$ cat src/design/grv_pkg.sv
// grid raycast visibility: shared types, opcodes and default sizes
// used by every module of the block; depends on nothing
`default_nettype none

package grv_pkg;

    localparam int MAP_WIDTH_DEF  = 64;
    localparam int MAP_HEIGHT_DEF = 64;
    localparam int RAY_COUNT_DEF  = 720;
    localparam int MAX_RADIUS_DEF = 15;

    localparam int OP_W    = 2;
    localparam int COORD_W = 6;
    localparam int CFG_W   = 4;

    localparam logic [CFG_W-1:0] VIEW_RADIUS_RST = 4'd8;

    // ray steps are signed q2.16, positions signed with 16 fraction bits
    localparam int STEP_W = 18;
    localparam int FRAC_W = 16;
    localparam int POS_W  = 26;

    localparam logic [FRAC_W-1:0] HALF_Q16 = 16'h8000;

    typedef enum logic [OP_W-1:0] {
        OP_WRITE = 2'd0,
        OP_CAST  = 2'd1,
        OP_READ  = 2'd2,
        OP_CLEAR = 2'd3
    } op_t;

    typedef logic signed [STEP_W-1:0] step_t;
    typedef logic signed [POS_W-1:0]  pos_t;

    typedef struct packed {
        logic vis;
        logic seen;
    } mark_t;

    typedef struct packed {
        logic  wall_we;
        logic  wall_wd;
        logic  mark_we;
        mark_t mark_wd;
    } store_ctl_t;

    typedef struct packed {
        logic mark_we;
        logic done;
    } walk_stat_t;

endpackage

`default_nettype wire

$ cat src/design/grv_ray_walker.sv
// ray walker: uses grv_pkg; steps every ray from the origin, one step a cycle
// unless a wall hit cancels it; walls are read the cycle before the mark write
`default_nettype none

module grv_ray_walker #(
    parameter int MAP_WIDTH  = grv_pkg::MAP_WIDTH_DEF,
    parameter int MAP_HEIGHT = grv_pkg::MAP_HEIGHT_DEF,
    parameter int RAY_COUNT  = grv_pkg::RAY_COUNT_DEF,
    parameter int MAX_RADIUS = grv_pkg::MAX_RADIUS_DEF
) (
    input  logic                                    clk,
    input  logic                                    rst_n,
    input  logic                                    go,
    input  logic [$clog2(MAP_WIDTH)-1:0]            origin_x,
    input  logic [$clog2(MAP_HEIGHT)-1:0]           origin_y,
    input  logic [$clog2(MAX_RADIUS+1)-1:0]         radius,
    input  grv_pkg::step_t                          step_x,
    input  grv_pkg::step_t                          step_y,
    input  logic                                    wall_q,
    output logic [$clog2(RAY_COUNT)-1:0]            rom_addr,
    output logic [$clog2(MAP_WIDTH*MAP_HEIGHT)-1:0] raddr,
    output logic [$clog2(MAP_WIDTH*MAP_HEIGHT)-1:0] waddr,
    output grv_pkg::walk_stat_t                     stat
);
    import grv_pkg::*;

    localparam int X_W    = $clog2(MAP_WIDTH);
    localparam int Y_W    = $clog2(MAP_HEIGHT);
    localparam int ADDR_W = $clog2(MAP_WIDTH * MAP_HEIGHT);
    localparam int RAY_W  = $clog2(RAY_COUNT);
    localparam int K_W    = $clog2(MAX_RADIUS + 1);
    localparam int INT_W  = POS_W - FRAC_W;

    typedef enum logic [1:0] {
        W_IDLE,
        W_RUN,
        W_DRAIN
    } wstate_t;

    wstate_t             wstate_reg, wstate_next;
    logic [RAY_W-1:0]    ray_reg, ray_next;
    logic [K_W-1:0]      k_reg, k_next;
    pos_t                px_reg, px_next;
    pos_t                py_reg, py_next;
    logic                b_valid_reg, b_valid_next;
    logic                b_last_reg, b_last_next;
    logic [ADDR_W-1:0]   b_addr_reg, b_addr_next;

    pos_t              org_x, org_y;
    pos_t              np_x, np_y;
    logic              in_x, in_y;
    logic [X_W-1:0]    cx;
    logic [Y_W-1:0]    cy;
    logic [ADDR_W-1:0] step_addr;
    logic              last_k;
    logic              kill;
    logic              ray_end;

    assign org_x = pos_t'({origin_x, HALF_Q16});
    assign org_y = pos_t'({origin_y, HALF_Q16});

    assign np_x = px_reg + pos_t'(step_x);
    assign np_y = py_reg + pos_t'(step_y);

    // a position in (-1, 0) truncates to cell 0 and stays on the map
    assign in_x = np_x[POS_W-1]
                ? ((&np_x[POS_W-1:FRAC_W]) && (|np_x[FRAC_W-1:0]))
                : (np_x[POS_W-1:FRAC_W] < INT_W'(MAP_WIDTH));
    assign in_y = np_y[POS_W-1]
                ? ((&np_y[POS_W-1:FRAC_W]) && (|np_y[FRAC_W-1:0]))
                : (np_y[POS_W-1:FRAC_W] < INT_W'(MAP_HEIGHT));

    assign cx = np_x[POS_W-1] ? '0 : np_x[FRAC_W +: X_W];
    assign cy = np_y[POS_W-1] ? '0 : np_y[FRAC_W +: Y_W];

    assign step_addr = ADDR_W'(int'(cy) * MAP_WIDTH + int'(cx));
    assign last_k    = (K_W'(k_reg + 1'b1) == radius);

    // a wall hit on a step that is not the ray's last cancels the step behind it
    assign kill = b_valid_reg && wall_q && !b_last_reg;

    assign rom_addr     = ray_next;
    assign raddr        = step_addr;
    assign waddr        = b_addr_reg;
    assign stat.mark_we = b_valid_reg;
    assign stat.done    = (wstate_reg == W_DRAIN) && !b_valid_reg;

    always_comb
    begin
        wstate_next  = wstate_reg;
        ray_next     = ray_reg;
        k_next       = k_reg;
        px_next      = px_reg;
        py_next      = py_reg;
        b_valid_next = 1'b0;
        b_last_next  = b_last_reg;
        b_addr_next  = b_addr_reg;
        ray_end      = 1'b0;
        case (wstate_reg)
            W_IDLE:
            begin
                ray_next = '0;
                if (go)
                begin
                    k_next      = '0;
                    px_next     = org_x;
                    py_next     = org_y;
                    wstate_next = (radius == '0) ? W_DRAIN : W_RUN;
                end
            end
            W_RUN:
            begin
                if (kill)
                    ray_end = 1'b1;
                else
                begin
                    b_valid_next = in_x && in_y;
                    b_addr_next  = step_addr;
                    b_last_next  = last_k;
                    if (!(in_x && in_y) || last_k)
                        ray_end = 1'b1;
                    else
                    begin
                        px_next = np_x;
                        py_next = np_y;
                        k_next  = k_reg + 1'b1;
                    end
                end
                if (ray_end)
                begin
                    k_next  = '0;
                    px_next = org_x;
                    py_next = org_y;
                    if (ray_reg == RAY_W'(RAY_COUNT - 1))
                    begin
                        ray_next    = '0;
                        wstate_next = W_DRAIN;
                    end
                    else
                        ray_next = ray_reg + 1'b1;
                end
            end
            W_DRAIN:
            begin
                if (!b_valid_reg)
                    wstate_next = W_IDLE;
            end
            default:
                wstate_next = W_IDLE;
        endcase
    end

    always_ff @(posedge clk or negedge rst_n)
    begin
        if (!rst_n)
        begin
            wstate_reg  <= W_IDLE;
            ray_reg     <= '0;
            k_reg       <= '0;
            b_valid_reg <= 1'b0;
            b_last_reg  <= 1'b0;
        end
        else
        begin
            wstate_reg  <= wstate_next;
            ray_reg     <= ray_next;
            k_reg       <= k_next;
            b_valid_reg <= b_valid_next;
            b_last_reg  <= b_last_next;
        end
    end

    always_ff @(posedge clk)
    begin
        px_reg     <= px_next;
        py_reg     <= py_next;
        b_addr_reg <= b_addr_next;
    end

endmodule

`default_nettype wire

$ cat config.mk
export PLATFORM = sky130hd
export DESIGN_NAME = grv_ray_walker
export DESIGN_NICKNAME = d
export VERILOG_FILES = /design/src/design/grv_pkg.sv /design/src/design/grv_ray_walker.sv
export SDC_FILE = /design/constraint.sdc
export NUM_CORES = 1
export LEC_CHECK = 0
export ABC_AREA = 1
export BUFFER_PORTS_ARGS = -buffer_cell sky130_fd_sc_hd__buf_2
export CAP_MARGIN = 20
export CORE_MARGIN = 2
export CORE_UTILIZATION = 30
export CTS_BUF_LIST = sky130_fd_sc_hd__clkbuf_4
export CTS_CLUSTER_DIAMETER = 80
export DETAILED_ROUTE_END_ITERATION = 8
export GPL_TIMING_DRIVEN = 0
export PLACE_DENSITY = 0.5
export SYNTH_ARGS = -nofsm -noshare
export SYNTH_HDL_FRONTEND = slang
export SYNTH_SLANG_ARGS = --single-unit
$ cat constraint.sdc
create_clock -name clk -period 8.8 [get_ports clk]
set_input_delay 0.88 -clock clk [delete_from_list [all_inputs] [get_ports clk]]
set_output_delay 0.88 -clock clk [all_outputs]
set_load 0.03 [all_outputs]
==> run metrics <==
num ports=92; area grow syn2layout=14.2%; unrepaired setup endpoints after global routing=false; routed wire length=20.7 mm; Final Max Tran Viols=0; Clk pin slew, worst setup/hold paths=0.16 ns; final setup vio count=0; Cells after Synth=1132; non-filler cells, final=1566; most frequent cells in the layout=nand2_1, inv_1, nor2_1, buf_2, nand3_1; Pwr per Cell Area=355 nW/um^2; Post-Syn Nets=1242; CP Class=primary input to primary output; vias in the first global route=6869; Least-Margin Pin Slew=0.556 ns; Cell Area, Placed=8310 um^2; Core ar.=24200 um^2; Async S/R FF share, synth=22.0%; fmax=200 MHz; Req. time, crit path=7.92 ns; row cnt=57; slowest stage delay, CP=0.42 ns; Post-CTS Setup Bufs=0; CTS Root Cell=clkbuf_4; GPL Wtd Cong=0.884; dpl hpwl=17.1 mm; DRC=0; drt first pass iters=6; setup tns final=0 ns; CTS buffer count=9; ys flop type=edfxtp_1; post-route cell area=8460 um^2; Crit Path Max Fanout=10; Pleak=4.55 nW; Slew HR=62.5%; Worst EP arrival=4.11 ns; EDFF count, synth=64; Setup crit end kind=primary output; DIE WIDTH=161 um; Die Ht=161 um; vias post-DR=7103; family with the most delay on the worst path=simple AND/OR/NAND/NOR gates; Fin. Hold Viols=0; Avg WL per Cell=13.2 um; total gr overflow=0; GRT Total Usage=16.3%; HP Class=primary input to async pin; Synth Area per Inst=6.54 um^2; synthesized cell area=7410 um^2; Nets=1346; VDD IR max=0.000144 V; run status=complete, no violations; clock tree from TritonCTS=done; Worst setup SP type=primary input; YS warnings=0; Iter 0 DRT Violations=353; vias per cell=4.54; Core Util, Final=34.9%; die area=26000 um^2; Final ANT Viol Nets=0; Inst Count DP=1549; Yosys cell types=35; pin count of the biggest net entering global routing=39; Port Buffers=91; CTS resizes=0; most common cell after layout, fill and taps aside=nand2_1; global-route wire length before repair=33.6 mm; Final Power=3.00 mW; Post-CTS Hold Buffers=0; hold slack=0.309 ns; Post-Place Worst Slack=3.80 ns; Max-cap violations=0; worst skew pair latency=0.48 ns; H-tree depth=3; flops & latches, synth=82; Buf/Inv on CP=5; setup ws final=3.81 ns; R2R setup slack=5.38 ns; Clock Path Buffers=2; Seq/Total Area, Yosys=32.0%; Final min period=4.99 ns; Max Clock Skew=0.0279 ns; TritonCTS Sinks=82; CP most frequent cell=nand2_1; slowest stage cell, crit path=fa_1; Final period util=56.7%; layout cells sized above 1=13.3%; initial antenna violation count=1; Initial Util=30.5%; CP Cell Sequence=buf_2 > ha_1 > inv_1 > fa_1 > nand3b_1 > nand2_1 > nand2_1 > nand2_1 > nand2_1 > nand3b_1 > nand2_1 > nor2_1 > nand3_1 > o21bai_2 > nand2_1 > nor2_2 > nand3_2 > buf_6 > buf_6 > a21oi_2 > buf_2
## worst register-to-register path, cell delays in order (launching register included)
cell and delay [ns]:
edfxtp_1 0.36, ha_1 0.22, inv_1 0.08, fa_1 0.42, inv_1 0.13, nand3_1 0.08
nand2_1 0.15, nand2_1 0.09, nand2_1 0.09, nand2_1 0.09, nand2_1 0.10, nand2_1 0.05
nand2_1 0.10, nand3_1 0.09, nor2_1 0.11, nand2_1 0.07, o21ai_2 0.17, nand2_1 0.11
nor3_2 0.38, nand3_1 0.25
## layer usage
| metal | wire length (um) | vias up | part of all wire [%] | GRT usage (%) |
|---|---|---|---|---|
| met1 | 9910 | 3189 | 48 | 21.1 |
| met4 | 293 | 0 | 1.4 | 4.06 |
| met5 | 0 | - | 0 | 0 |
| met3 | 639 | 21 | 3.1 | 2.18 |
| met2 | 9890 | 100 | 48 | 28.9 |
| li1 | - | 3793 | - | - |
## cell families after synthesis
kind of cell	after synthesis	synth area share, %
XOR/XNOR	22	2.60
adder cells (fa/ha/maj)	54	9.32
flip-flops	82	32.0
AO/OA/AOI/OAI	88	7.20
buffers and inverters	220	11.9
AND/OR/NAND/NOR	666	37.0
## worst paths after layout
check / startpoint / to / depth (start not counted)
max: step_x[0] / rom_addr[5] / 21
min: rst_n / ray_reg[9] / 1
max reg2reg: py_reg[0] / px_reg[15] / 19
min reg2reg: k_reg[1] / k_reg[1] / 2
max in group asynchronous: rst_n / k_reg[3] / 1
min in group clk: k_reg[1] / k_reg[1] / 2
## layout make-up
type,instances,area (um^2)
fillers,2730,15800
multi-input cells,830,4160
flip-flops and latches,82,2370
inverters,209,785
repair buffers,93,487
well taps,324,405
plain buffers,11,93.8
clock buffers,10,75.1
clock inverters,6,72.6
diodes,1,2.50
## cells in the mapped netlist (2+ instances only)
cell type	instances	area (um^2)
fa_1	2	40.0
nand2_1	410	1540
inv_2	19	71.3
edfxtp_1	64	1920
o21ai_0	15	75.1
a31oi_1	2	12.5
nor3_1	10	50.1
inv_1	189	709
a21oi_1	37	185
o21ai_1	8	40.0
buf_2	3	15.0
o21ai_2	3	26.3
nand3_1	78	390
dfrtp_1	18	450
ha_1	52	651
a32oi_1	3	26.3
xor2_1	6	52.6
a21oi_2	11	96.3
nor4_1	3	18.8
nand3b_1	9	67.6
o31ai_1	2	15.0
nand4_1	21	131
o21bai_1	4	30.0
nor3_2	2	20.0
xnor2_1	16	140
nor2_1	125	469
buf_6	6	67.6
nor2_2	7	43.8
## power by group
part           switching [mW]  internal (mW)  leakage [nW]
combinational            1.41          0.623          3.57
sequential             0.0666          0.638         0.899
clock                   0.165         0.0942        0.0799
Note: power is estimated with default switching activity, not from simulation.
